### src/rtl/core/ptrp_pkg.sv
`timescale 1ns / 1ps

package ptrp_pkg;

    localparam int unsigned MAX_RECORD_LEN = 160;

    localparam int unsigned CNT_W = 8;
    localparam int unsigned ACC_W = 64;
    localparam int unsigned VER_W = 63;
    localparam int unsigned QUOTA_W = 33;

    localparam logic [CNT_W-1:0] RECORD_LIMIT = CNT_W'(MAX_RECORD_LEN);

    // Line indexes of the record.
    localparam logic [1:0] LINE_VERSION = 2'd0;
    localparam logic [1:0] LINE_ENABLED = 2'd1;
    localparam logic [1:0] LINE_QUOTA   = 2'd2;

    // Keys, first character in the top byte.
    localparam logic [63:0] KEY_VERSION = "version=";
    localparam logic [63:0] KEY_ENABLED = "enabled=";
    localparam logic [63:0] KEY_QUOTA   = {"quota=", 16'h0000};

    localparam logic [3:0] KEY_LEN_VERSION = 4'd8;
    localparam logic [3:0] KEY_LEN_ENABLED = 4'd8;
    localparam logic [3:0] KEY_LEN_QUOTA   = 4'd6;

    localparam logic [7:0] CHAR_NEWLINE = 8'h0A;
    localparam logic [7:0] CHAR_ZERO    = 8'h30;
    localparam logic [7:0] CHAR_NINE    = 8'h39;

    localparam logic [ACC_W-1:0] QUOTA_MIN = 64'h0000_0000_0400_0000;
    localparam logic [ACC_W-1:0] QUOTA_MAX = 64'h0000_0001_0000_0000;

    typedef struct packed {
        logic [CNT_W-1:0]   byte_count;
        logic [1:0]         line_index;
        logic [3:0]         key_position;
        logic               in_digits;
        logic               digit_seen;
        logic [ACC_W-1:0]   accumulator;
        logic               overflowed;
        logic               failed;
        logic               lines_done;
        logic [VER_W-1:0]   version_hold;
        logic               enabled_hold;
        logic [QUOTA_W-1:0] quota_hold;
    } t_parse_state;

    localparam t_parse_state PARSE_RESET = '0;

    function automatic logic [7:0] key_char(input logic [1:0] line, input logic [2:0] pos);
        logic [63:0] key;
        key = '0;
        case (line)
            LINE_VERSION: key = KEY_VERSION;
            LINE_ENABLED: key = KEY_ENABLED;
            LINE_QUOTA:   key = KEY_QUOTA;
            default:      key = '0;
        endcase
        return key[63 - 8 * int'(pos) -: 8];
    endfunction

    function automatic logic [3:0] key_len(input logic [1:0] line);
        logic [3:0] len;
        len = '0;
        case (line)
            LINE_VERSION: len = KEY_LEN_VERSION;
            LINE_ENABLED: len = KEY_LEN_ENABLED;
            LINE_QUOTA:   len = KEY_LEN_QUOTA;
            default:      len = '0;
        endcase
        return len;
    endfunction

endpackage

### src/rtl/core/ptrp_if.sv
`timescale 1ns / 1ps

interface ptrp_in_if;
    logic       valid;
    logic       ready;
    logic [7:0] text_byte;
    logic       final_byte;

    modport source (output valid, output text_byte, output final_byte, input ready);
    modport sink   (input valid, input text_byte, input final_byte, output ready);
endinterface

interface ptrp_out_if;
    logic        valid;
    logic        ready;
    logic        valid_res;
    logic [62:0] version;
    logic        enabled;
    logic [32:0] quota_bytes;

    modport source (output valid, output valid_res, output version, output enabled,
                    output quota_bytes, input ready);
    modport sink   (input valid, input valid_res, input version, input enabled,
                    input quota_bytes, output ready);
endinterface

### src/rtl/core/ptrp_step.sv
`timescale 1ns / 1ps

module ptrp_step (
    input  ptrp_pkg::t_parse_state i_cur,
    input  logic [7:0]             i_text_byte,
    output ptrp_pkg::t_parse_state o_nxt
);
    import ptrp_pkg::*;

    logic [3:0]       len;
    logic [7:0]       exp_char;
    logic [3:0]       digit;
    logic [67:0]      acc_x10;
    logic             is_digit;
    logic [ACC_W-1:0] acc;

    assign acc      = i_cur.accumulator;
    assign len      = key_len(i_cur.line_index);
    assign exp_char = key_char(i_cur.line_index, i_cur.key_position[2:0]);
    assign is_digit = (i_text_byte >= CHAR_ZERO) && (i_text_byte <= CHAR_NINE);
    assign digit    = 4'(i_text_byte - CHAR_ZERO);
    // acc * 10 + digit in one wide add; anything above bit 63 is overflow.
    assign acc_x10  = ({4'b0, acc} << 3) + ({4'b0, acc} << 1) + 68'(digit);

    always_comb begin
        o_nxt = i_cur;
        if (i_cur.byte_count >= RECORD_LIMIT) begin
            o_nxt.failed = 1'b1;
        end else begin
            o_nxt.byte_count = i_cur.byte_count + 1'b1;
        end

        if (o_nxt.failed) begin
            // Error is sticky; the rest of the record is consumed.
        end else if (i_cur.lines_done) begin
            o_nxt.failed = 1'b1;
        end else if (!i_cur.in_digits) begin
            if (i_cur.line_index > LINE_QUOTA || i_cur.key_position >= len ||
                i_text_byte != exp_char) begin
                o_nxt.failed = 1'b1;
            end else begin
                o_nxt.key_position = i_cur.key_position + 1'b1;
                if (i_cur.key_position + 1'b1 == len) begin
                    o_nxt.in_digits = 1'b1;
                end
            end
        end else if (i_text_byte == CHAR_NEWLINE) begin
            if (!i_cur.digit_seen || i_cur.overflowed) begin
                o_nxt.failed = 1'b1;
            end else begin
                case (i_cur.line_index)
                    LINE_VERSION: begin
                        if (acc[ACC_W-1]) o_nxt.failed = 1'b1;
                        o_nxt.version_hold = acc[VER_W-1:0];
                    end
                    LINE_ENABLED: begin
                        if (acc[ACC_W-1:1] != '0) o_nxt.failed = 1'b1;
                        o_nxt.enabled_hold = (acc == ACC_W'(1));
                        if (acc == ACC_W'(1) && i_cur.version_hold == '0) begin
                            o_nxt.failed = 1'b1;
                        end
                    end
                    default: begin
                        if (acc < QUOTA_MIN || acc > QUOTA_MAX) o_nxt.failed = 1'b1;
                        o_nxt.quota_hold = acc[QUOTA_W-1:0];
                    end
                endcase
            end
            o_nxt.in_digits    = 1'b0;
            o_nxt.digit_seen   = 1'b0;
            o_nxt.accumulator  = '0;
            o_nxt.overflowed   = 1'b0;
            o_nxt.key_position = '0;
            if (i_cur.line_index >= LINE_QUOTA) begin
                o_nxt.lines_done = 1'b1;
                o_nxt.line_index = LINE_VERSION;
            end else begin
                o_nxt.line_index = i_cur.line_index + 1'b1;
            end
        end else if (is_digit) begin
            o_nxt.digit_seen = 1'b1;
            if (i_cur.overflowed || acc_x10[67:64] != '0) begin
                o_nxt.overflowed = 1'b1;
            end else begin
                o_nxt.accumulator = acc_x10[ACC_W-1:0];
            end
        end else begin
            o_nxt.failed = 1'b1;
        end
    end

endmodule

### src/rtl/core/policy_text_record_parser_unit.sv
`timescale 1ns / 1ps

// Policy record parser. Takes one text byte per cycle, back to back, and
// checks the three-line "version=", "enabled=", "quota=" record as it
// streams by; the scan state registers update on every accepted byte. The
// result item appears in the output register on the cycle after the byte
// flagged final is accepted, with the value fields forced to zero when the
// record fails any check, and the scan state returns to its start for the
// next record at that same edge. The input is ready whenever the output
// register is empty or is being emptied in that cycle; a result that waits
// untaken holds off further bytes.
module policy_text_record_parser_unit (
    input logic       i_clk,
    input logic       i_rst_n,
    ptrp_in_if.sink   i_in,
    ptrp_out_if.source o_res
);
    import ptrp_pkg::*;

    t_parse_state r_state;
    t_parse_state n_state;
    t_parse_state step_nxt;

    logic               r_out_valid;
    logic               r_valid_res;
    logic [VER_W-1:0]   r_version;
    logic               r_enabled;
    logic [QUOTA_W-1:0] r_quota;

    logic accept;
    logic record_ok;

    ptrp_step u_step (
        .i_cur       (r_state),
        .i_text_byte (i_in.text_byte),
        .o_nxt       (step_nxt)
    );

    assign i_in.ready = !r_out_valid || o_res.ready;
    assign accept     = i_in.valid && i_in.ready;
    assign record_ok  = !step_nxt.failed && step_nxt.lines_done;

    always_comb begin
        n_state = r_state;
        if (accept) begin
            n_state = i_in.final_byte ? PARSE_RESET : step_nxt;
        end
    end

    always_ff @(posedge i_clk) begin
        if (!i_rst_n) begin
            r_state     <= PARSE_RESET;
            r_out_valid <= 1'b0;
        end else begin
            r_state <= n_state;
            if (accept && i_in.final_byte) begin
                r_out_valid <= 1'b1;
            end else if (o_res.ready) begin
                r_out_valid <= 1'b0;
            end
        end
    end

    always_ff @(posedge i_clk) begin
        if (accept && i_in.final_byte) begin
            r_valid_res <= record_ok;
            r_version   <= record_ok ? step_nxt.version_hold : '0;
            r_enabled   <= record_ok && step_nxt.enabled_hold;
            r_quota     <= record_ok ? step_nxt.quota_hold : '0;
        end
    end

    assign o_res.valid       = r_out_valid;
    assign o_res.valid_res   = r_valid_res;
    assign o_res.version     = r_version;
    assign o_res.enabled     = r_enabled;
    assign o_res.quota_bytes = r_quota;

endmodule

### src/flat_wrapper.sv
// flat-port wrapper written by rule: the top's interface ports become plain ports
module policy_text_record_parser_unit_flat import ptrp_pkg::*;
  (i_clk, i_rst_n, i_in_valid, i_in_text_byte, i_in_final_byte, i_in_ready, o_res_valid, o_res_valid_res, o_res_version, o_res_enabled, o_res_quota_bytes, o_res_ready);
  ptrp_in_if i_in_i ();
  ptrp_out_if o_res_i ();
  input logic i_clk;
  input logic i_rst_n;
  input wire logic [$bits(i_in_i.valid)-1:0] i_in_valid;
  input wire logic [$bits(i_in_i.text_byte)-1:0] i_in_text_byte;
  input wire logic [$bits(i_in_i.final_byte)-1:0] i_in_final_byte;
  output wire logic [$bits(i_in_i.ready)-1:0] i_in_ready;
  output wire logic [$bits(o_res_i.valid)-1:0] o_res_valid;
  output wire logic [$bits(o_res_i.valid_res)-1:0] o_res_valid_res;
  output wire logic [$bits(o_res_i.version)-1:0] o_res_version;
  output wire logic [$bits(o_res_i.enabled)-1:0] o_res_enabled;
  output wire logic [$bits(o_res_i.quota_bytes)-1:0] o_res_quota_bytes;
  input wire logic [$bits(o_res_i.ready)-1:0] o_res_ready;
  assign i_in_i.valid = i_in_valid;
  assign i_in_i.text_byte = i_in_text_byte;
  assign i_in_i.final_byte = i_in_final_byte;
  assign i_in_ready = i_in_i.ready;
  assign o_res_valid = o_res_i.valid;
  assign o_res_valid_res = o_res_i.valid_res;
  assign o_res_version = o_res_i.version;
  assign o_res_enabled = o_res_i.enabled;
  assign o_res_quota_bytes = o_res_i.quota_bytes;
  assign o_res_i.ready = o_res_ready;
  policy_text_record_parser_unit u_core (.i_clk(i_clk), .i_rst_n(i_rst_n), .i_in(i_in_i), .o_res(o_res_i));
endmodule
### config.mk
export PLATFORM = sky130hd
export DESIGN_NAME = policy_text_record_parser_unit_flat
export DESIGN_NICKNAME = d
export VERILOG_FILES = /design/src/rtl/core/ptrp_pkg.sv /design/src/rtl/core/ptrp_if.sv /design/src/rtl/core/ptrp_step.sv /design/src/rtl/core/policy_text_record_parser_unit.sv /design/src/flat_wrapper.sv
export SDC_FILE = /design/constraint.sdc
export NUM_CORES = 1
export LEC_CHECK = 0
export BUFFER_PORTS_ARGS = -buffer_cell sky130_fd_sc_hd__clkbuf_2
export CAP_MARGIN = 20
export CELL_PAD_IN_SITES_DETAIL_PLACEMENT = 0
export CELL_PAD_IN_SITES_GLOBAL_PLACEMENT = 1
export CORE_MARGIN = 3
export CORE_UTILIZATION = 43
export CTS_CLUSTER_SIZE = 16
export DETAILED_ROUTE_END_ITERATION = 12
export HOLD_SLACK_MARGIN = 0.1
export PLACE_DENSITY = 0.87
export SETUP_SLACK_MARGIN = 0.15
export SLEW_MARGIN = 40
export SYNTH_ARGS = -nofsm -noshare
export SYNTH_HDL_FRONTEND = slang
export SYNTH_SLANG_ARGS = --single-unit
### constraint.sdc
create_clock -name i_clk -period 4.25 [get_ports i_clk]
set_clock_uncertainty 0.1 [all_clocks]
set_input_delay 0.425 -clock i_clk [delete_from_list [all_inputs] [get_ports i_clk]]
set_output_delay 0.425 -clock i_clk [all_outputs]
set_load 0.01 [all_outputs]
Word level (Yosys, flattened, before mapping)
Index checks and enable logic that the tools add are counted.
Word-level totals
  input port bits: 13
  register bits after elaboration: 279
  output and inout bits: 100
  word-level logic and storage cells: 115
Cells by class
  shift operators: 1
  reductions and logical operators: 32
  add/subtract/negate cells: 7
  order comparisons: 8
  equality and inequality tests: 12
  multiplexer cells: 38
Operator list (count)
  $mux W98: 3
  $pmux W63 S3: 1
  $mux W180: 1
  $mux W172: 1
  $mux W66: 2
  $mux W97: 1
  $mux W73: 1
  $shiftx A71 B7 Y8: 1
  $add A67 B65 Y68: 1
  $add A68 B4 Y68: 1
  $mux W67: 1
  $eq A64 B1 Y1 const B: 1
  $gt A64 B33 Y1 const B: 1
  $lt A64 B27 Y1 const B: 1
  $mux W64: 1
  $logic_not A63 Y1: 1
  $mux W63: 1
  $reduce_bool A63 Y1: 1
  $mux W33: 1
  $mux W1: 16
  $reduce_and A5 Y1: 3
  $reduce_and A6 Y1: 2
  $mux W5: 2
  $add A8 B1 Y8 const B: 1
  33 further kinds: 52

Logic depth before layout (Yosys ltp)
Gate-level depths: netlist of run 1.
  depth in word-level cells: 13
  gate-level depth with buffers: 16
  depth with buffers taken out: 14

By module
From an unflattened synthesis of run 1, not the netlist that was laid out.
Unflattened totals
  cells, all modules: 2165
  area, all modules: 19799.0 µm²
Modules (own cells, without submodules)
  policy_text_record_parser_unit: cells each 1013, area an instance 11489.8 µm², times used 1, seq. area each 6566.3 µm²
  ptrp_step: cells each 1152, area an instance 8309.2 µm², times used 1, seq. area each 0.0 µm²

Worst setup path before layout of run 1
No wires, ideal clock.
  path kind: input -> register
  start: in i_in_text_byte[3]
  end: reg u_core.r_state[155] in the netlist's numbering
  slack: 0.308 ns
  stages on the path: 15
  data arrival time: 3.725 ns
  path buffers: 1
  path through: inv_1 > fa_1 > inv_1 > fa_1 > a211oi_1 > o211ai_1 > nand3_1 > nor4b_1 > a221o_1 > o211ai_1 > a41oi_1 > a311oi_4 > o21ai_2 > buf_2 > a22o_1
On the way
  word-level cells in the longest chain between the ends: 9
  elaborated cells between the ends (all ways): 18
RTL lines
  start: declaration: line flat_wrapper.sv:9  | input wire logic [$bits(i_in_i.text_byte)-1:0] i_in_text_byte;
  $sub A4 B1 Y4: line ptrp_step.sv:21  | assign digit = 4'(i_text_byte - CHAR_ZERO);
  $add A68 B4 Y68: line ptrp_step.sv:23  | assign acc_x10 = ({4'b0, acc} << 3) + ({4'b0, acc} << 1) + 68'(digit);
  $mux W64: line ptrp_step.sv:82  | if (i_cur.overflowed || acc_x10[67:64] != '0) begin
  $mux W66: line ptrp_step.sv:80  | end else if (is_digit) begin
  $mux W67: line ptrp_step.sv:47  | end else if (i_text_byte == CHAR_NEWLINE) begin
  $mux W66: line ptrp_step.sv:37  | end else if (!i_cur.in_digits) begin
  $mux W73: line ptrp_step.sv:35  | end else if (i_cur.lines_done) begin
  $mux W172: line ptrp_step.sv:33  | if (o_nxt.failed) begin
  $mux W180: line policy_text_record_parser_unit.sv:46  | n_state = i_in.final_byte ? PARSE_RESET : step_nxt;
  end signal: assignment: line policy_text_record_parser_unit.sv:55  | r_state <= n_state;
  end: declaration: line policy_text_record_parser_unit.sv:20  | t_parse_state r_state;
Several ways; a longest one is shown, not always the timed one. The select of a mux whose other input is x is not followed.
A chain may end at the register's enable or synchronous reset.

Worst setup path in the final report of run 1
  start: reg u_core.r_state[108] in the netlist's numbering
  end: reg u_core.r_state[143] in the netlist's numbering
On the way
  word-level cells in the longest chain between the ends: 9
  elaborated cells between the ends (all ways): 13
RTL lines (line)
  $add A67 B65 Y68 (*): ptrp_step.sv:23
  $add A68 B4 Y68 (*): ptrp_step.sv:23
  $mux W64: ptrp_step.sv:82
  $mux W66: ptrp_step.sv:80
  $mux W67: ptrp_step.sv:47
  $mux W66: ptrp_step.sv:37
  $mux W73: ptrp_step.sv:35
  $mux W172: ptrp_step.sv:33
  $mux W180: policy_text_record_parser_unit.sv:46
Every way passes the cells marked *; elsewhere a longest branch is shown, timed or not. The select of a mux whose other input is x is not followed.

==> impl_metrics.ini, run 1 <==
[min_path]
min_from = i_in_text_byte[0]
holdPathStages = 3
min_to = u_core.r_state[100]
hp-class = primary input to flop

[cells_and_area]
mostFrequentLayoutCell = nand2_1
final_cell_mix = nand2_1, a21oi_1, dfxtp_1
fillers = 3483
final_core_util = 0.5081
design_area_sq_mm = 0.01923
syn_to_final_growth_pct = 15.96
final_layout_size_suffix_gt1_frac = 0.1590
nNetsFinal = 2119

[yosys]
synth_edf_count = 98
netlist.area_leader.share = 0.2185
yosys.area.top_type = dfxtp_1
async_reset_ff_frac = 0
syn_nets = 2015
syn_avg_cell_area_sq_um = 8.919
ys_ff_latch = 279
yosysSeqAreaShare = 0.3960
synth_area_sq_mm = 0.01658
ys_types = 81
synth_warnings = 0
netlist_top_cells_area = dfxtp_1, edfxtp_1, ha_1
synthFlopType = dfxtp_1
synthCells = 1859

[worst_setup_path]
critPathSlowestCell = dfxtp_1
worstSetupStartpointType = flop
cp_cell_sequence = ha_1 -> ha_1 -> nor2_1 -> or3_1 -> a311o_1 -> a2111oi_4 -> nor4_1 -> o2bb2ai_1 -> o311ai_1 -> a311oi_4 -> o21ai_4 -> buf_12 -> a22o_1
cp_max_fo = 32
path_common_cell = ha_1
reg2reg_slack_ns = 0.31
r2r_cells = 13
crit_type = flop to flop
rr_startpoint = u_core.r_state[108]
critical_path_arrival_ns = 4.30
crit_family = compound AO/OA/AOI/OAI gates
crit_required_ns = 4.61
slowest_delay_ns = 0.52
crit_buf_inv = 1
reg2reg_to = u_core.r_state[143]
cp-end-kind = flop

[sta]
slew_violations = 0
final-hold-violation-count = 0
fin_crit_sh = 0.9272
tightest_slew_ns = 0.8127
finalCriticalPeriod_ns = 3.941
rsz0062_at_grt = no
setup_viol = 0
timing.fmax_mhz = 253.8
slew_headroom = 0.4532

[floorplan]
fp-row-count = 71
core_sq_mm = 0.03784
die_w_um = 202.4
initial_core_util = 0.4381
die_height_um = 202.4
fp.dieArea_sq_mm = 0.04095
pin_count = 113

[clock_network]
cts-root-buf = clkbuf_16
cts-htree-levels = 1
clkLatencyLatePin_ns = 0.57
cts_buffers = 30
cts_tree = built
cts_buffer_depth = 3
cts_hold_buf = 0
cts.sinks = 279
clkTransAtPathRegs_ns = 0.06

[detailed_routing]
ant_nets = 0
drt_iter0_drc = 1409
wl_mm = 45.92
dr.pass1.iters = 7
vias_per_cell = 5.834
drc = 0
vias = 14580
wl_per_cell_um = 18.38

[global_routing]
grt_pass1_wl_mm = 73.75
grt_usage = 0.2159
grt_overflow = 0
grt_max_degree = 100
first_global_vias = 13730
antenna_found_initial = 2

[place]
io_buffers = 112
placed_area_sq_mm = 0.01798
dp_hpwl_mm = 33.29
gp_congestion = 0.9358

[run_status]
outcome = complete, no violations

[power]
ir_worst_vdd_v = 0.0002942
leakagePower_nw = 7.218
fin_total_pwr_mw = 5.769
power_density_mw_per_mm2 = 300.0

[run]
cap_violations = 0
worst max-delay path by stage:
stage | cells past startpoint | endpoint | startpoint
global placement | 14 | u_core.r_state[155] | u_core.r_state[114]
global route | 13 | u_core.r_state[155] | u_core.r_state[130]
finish | 13 | u_core.r_state[143] | u_core.r_state[108]
floorplan | 15 | u_core.r_state[155] | i_in_text_byte[3]
CTS | 15 | u_core.r_state[148] | u_core.r_state[144]
detailed placement | 14 | u_core.r_state[148] | u_core.r_state[114]
sequential cells by signal, summed over array words and instances, names as in the netlist:
| name | flops |
|---|---|
| u_core.r_state | 180 |
| u_core.o_res.version | 63 |
| u_core.o_res.quota_bytes | 33 |
| u_core.o_res.enabled | 1 |
| u_core.o_res.valid | 1 |
| u_core.o_res.valid_res | 1 |
per-layer routing:
| layer | GRT usage | vias to the layer above | wire [um] |
|---|---|---|---|
| met5 | 0 | - | 14 |
| met3 | 0.02963 | 99 | 2796 |
| li1 | - | 7055 | - |
| met1 | 0.3022 | 6943 | 20760 |
| met2 | 0.3467 | 479 | 20930 |
| met4 | 0.06929 | 2 | 1428 |
repair_timing:
action / 4_1_cts / 5_1_grt
pin swaps: 1 / 12
setup endpoints to repair: 69 / 70
buffers inserted: 1 / 2
gates resized for setup: 19 / 49
synth_stat cells (all sizes together) (7+ instances only):
library cell	number
inv	29
nand2	300
buf	21
o21bai	17
a22o	60
and2	12
nand3	26
nand2b	10
dfxtp	181
a21oi	196
a22oi	100
ha	141
nor2	63
o211ai	10
edfxtp	98
and3	7
nor3	26
o21ai	72
or2	7
clkbuf	95
a211oi	7
nor4	37
a31oi	10
nor2b	103
o21a	12
xnor2	49
nand4	29
and4	7
xor2	26
a21o	18
where the power goes:
part / total (mW) / leakage, nW / switching [mW] / internal, mW
logic: 0.237 / 4.39 / 0.157 / 0.0806
clock network: 2.71 / 0.496 / 1.08 / 1.63
registers: 2.82 / 2.34 / 0.0175 / 2.80
total: 5.77 / 7.22 / 1.25 / 4.52
metrics by stage:
step	TNS [ns]	hold slack [ns]	instances	setup WS, ns
after floorplan	0	0.3373	1859	0.3081
after global placement	0	0.3499	2439	0.005930
after detailed placement	-0.5742	0.3595	2439	-0.04736
after CTS	0	0.1119	2496	0.1529
after global routing	0	0.1446	2498	0.1442
final	0	0.1298	2499	0.3095
layout make-up:
cell class,count,area (sq um),share of cell area
Multi-Input combinational cell,1435,9603,0.4994
Sequential cell,279,6611,0.3439
Timing Repair Buffer,188,1235,0.06423
Clock buffer,36,794.5,0.04132
Tap cell,511,639.4,0.03325
Clock inverter,20,230.2,0.01197
Inverter,29,111.4,0.005792
Antenna cell,1,2.502,0.0001301
cells by family after synthesis:
kind of cell,after synthesis,share of synthesized area
simple gates,652,0.1908
fa+ha+maj,144,0.1094
buf+inv,145,0.03720
mux,5,0.003169
flops,279,0.3960
xor+xnor,75,0.03962
compound gates,559,0.2237
worst reg2reg max path, stage by stage, from the launching register on:
cell and delay, ns:
dfxtp_1 0.52, ha_1 0.30, ha_1 0.38, nor2_1 0.07, or3_1 0.30, a311o_1 0.38
a2111oi_4 0.38, nor4_1 0.09, o2bb2ai_1 0.16, o311ai_1 0.19, a311oi_4 0.40, o21ai_4 0.12
buf_12 0.18, a22o_1 0.27
Note: power is estimated with default switching activity, not from simulation.
==> run 2, diff against run 1 <==
--- a/config.mk
+++ b/config.mk
@@ -14,7 +14,7 @@
 export CTS_CLUSTER_SIZE = 16
 export DETAILED_ROUTE_END_ITERATION = 12
 export HOLD_SLACK_MARGIN = 0.1
-export PLACE_DENSITY = 0.87
+export PLACE_DENSITY_LB_ADDON = 0.1
 export SETUP_SLACK_MARGIN = 0.15
 export SLEW_MARGIN = 40
 export SYNTH_ARGS = -nofsm -noshare
==> run 2 against run 1 <==
Net effect: worst hold slack gained 0.016 ns; via count grew 0.55%; sequential cell count unchanged.
==> impl_metrics.ini, run 2 (synthesis results as in run 1) <==
[detailed_routing]
drt_iter0_drc = 1092
dr.pass1.iters = 5
vias = 14660
wl_mm = 49.89
vias_per_cell = 5.814
ant_nets = 0
drc = 0
wl_per_cell_um = 19.79

[min_path]
hp-class = primary input to flop

[sta]
slew_violations = 0
tightest_slew_ns = 0.7787
final-hold-violation-count = 0
rsz0062_at_grt = no
finalCriticalPeriod_ns = 4.004
fin_hold_ws_ns = 0.1459
fin_ws_ns = 0.2461
timing.fmax_mhz = 249.8
slew_headroom = 0.4808
setup_viol = 0
fin_crit_sh = 0.9421

[power]
leakagePower_nw = 7.351
ir_worst_vdd_v = 0.0002832
power_density_mw_per_mm2 = 298.2

[worst_setup_path]
cp_max_fo = 9
critical_path_arrival_ns = 4.41
cp-end-kind = flop
crit_type = flop to flop
crit_required_ns = 4.66
worstSetupStartpointType = flop

[floorplan]
die_w_um = 202.4
pin_count = 113
core_sq_mm = 0.03784
die_height_um = 202.4
fp.dieArea_sq_mm = 0.04095
fp-row-count = 71
initial_core_util = 0.4381

[place]
dp_hpwl_mm = 36.24
placed_area_sq_mm = 0.01817
gp_congestion = 0.8889
post-place-ws_ns = -0.06722
io_buffers = 112

[cells_and_area]
top_register = u_core.r_state
fillers = 3598
final_layout_size_suffix_gt1_frac = 0.1672
syn_to_final_growth_pct = 17.03
mostFrequentLayoutCell = nand2_1
final_cell_mix = nand2_1, a21oi_1, dfxtp_1
largest_reg_flops = 180
nNetsFinal = 2142
design_area_sq_mm = 0.01940

[clock_network]
clkLatencyLatePin_ns = 0.58
cts_buffers = 30
cts-htree-levels = 1
clkTransAtPathRegs_ns = 0.06
cts.sinks = 279
cts-root-buf = clkbuf_16
cts_tree = built
cts_buffer_depth = 3

[global_routing]
grt_usage = 0.2357
grt_pass1_wl_mm = 78.58
grt_max_degree = 80
grt_overflow = 0
antenna_found_initial = 0
first_global_vias = 13680

[run_status]
outcome = complete, no violations

[run]
cap_violations = 0
-- run 2: changes by cell type in the layout (fill, tap and decap cells not counted), sizes merged --
cell and delta:
clkinvlp -2, buf +22, inv -1, clkbuf +11
clkinv -7, bufinv -2, dlygate4sd3 +1
-- run 2: power breakdown --
part	internal [mW]	total, mW	switching, mW
Clock	1.64	2.72	1.08
Combinational	0.0840	0.247	0.163
Sequential	2.80	2.82	0.0180
Total	4.53	5.79	1.26
-- run 2: worst paths after layout --
| kind | depth (start not counted) | from | end | slack (ns) |
|---|---|---|---|---|
| max reg2reg | 12 | u_core.r_state[123] | u_core.r_state[159] | 0.25 |
| max | 12 | u_core.r_state[123] | u_core.r_state[159] | 0.25 |
| min reg2reg | 2 | u_core.r_state[179] | u_core.r_state[179] | 0.38 |
| min | 3 | i_in_text_byte[0] | u_core.r_state[100] | 0.15 |
-- run 2: per-stage QoR --
step | cells | power, mW | util | setup TNS (ns)
final | 2521 | 5.787 | 0.5128 | 0
after global routing | 2520 | 5.978 | 0.5127 | 0
after CTS | 2517 | 5.860 | 0.5081 | 0
after detailed placement | 2461 | 3.128 | 0.4802 | -2.657
after global placement | 2460 | 3.124 | 0.4798 | -0.4144
after floorplan | 1859 | 3.020 | - | 0
-- run 2: final cells by class --
cell class	count	area [sq um]	share of cell area
multi-input combinational	1435	9595	0.4945
sequential	279	6598	0.3400
timing repair buffer	211	1426	0.07351
clock inverter	8	123.9	0.006383
antenna	1	2.502	0.0001290
tap	511	639.4	0.03295
inverter	29	111.4	0.005739
clock buffer	47	908.4	0.04681
-- run 2: metal layers --
metal,global-route usage,part of all wire,wire (um)
met1,0.3662,0.50,25170
met2,0.3460,0.43,21230
met3,0.02980,0.049,2466
met4,0.05766,0.021,1030
met5,0,0,0
-- run 2: critical path, stage by stage, from the launching register on --
cell and delay (ns):
dfxtp_1 0.41, ha_1 0.26, ha_2 0.42, nand4_1 0.17, or4b_4 0.61, a311oi_4 0.38, nor3_1 0.10, buf_4 0.17
o2111ai_1 0.22, a31oi_1 0.18, o21ai_0 0.35, mux2_2 0.40, o2bb2ai_1 0.16
-- run 2: what timing repair did --
item / 4_1_cts / 5_1_grt
pin swaps: 1 / 13
resized for setup: 10 / 50
setup buffers: 0 / 3
hold endpoints to repair: 1 / 0
endpoints found under the setup margin: 66 / 69
hold buffers: 1 / 0
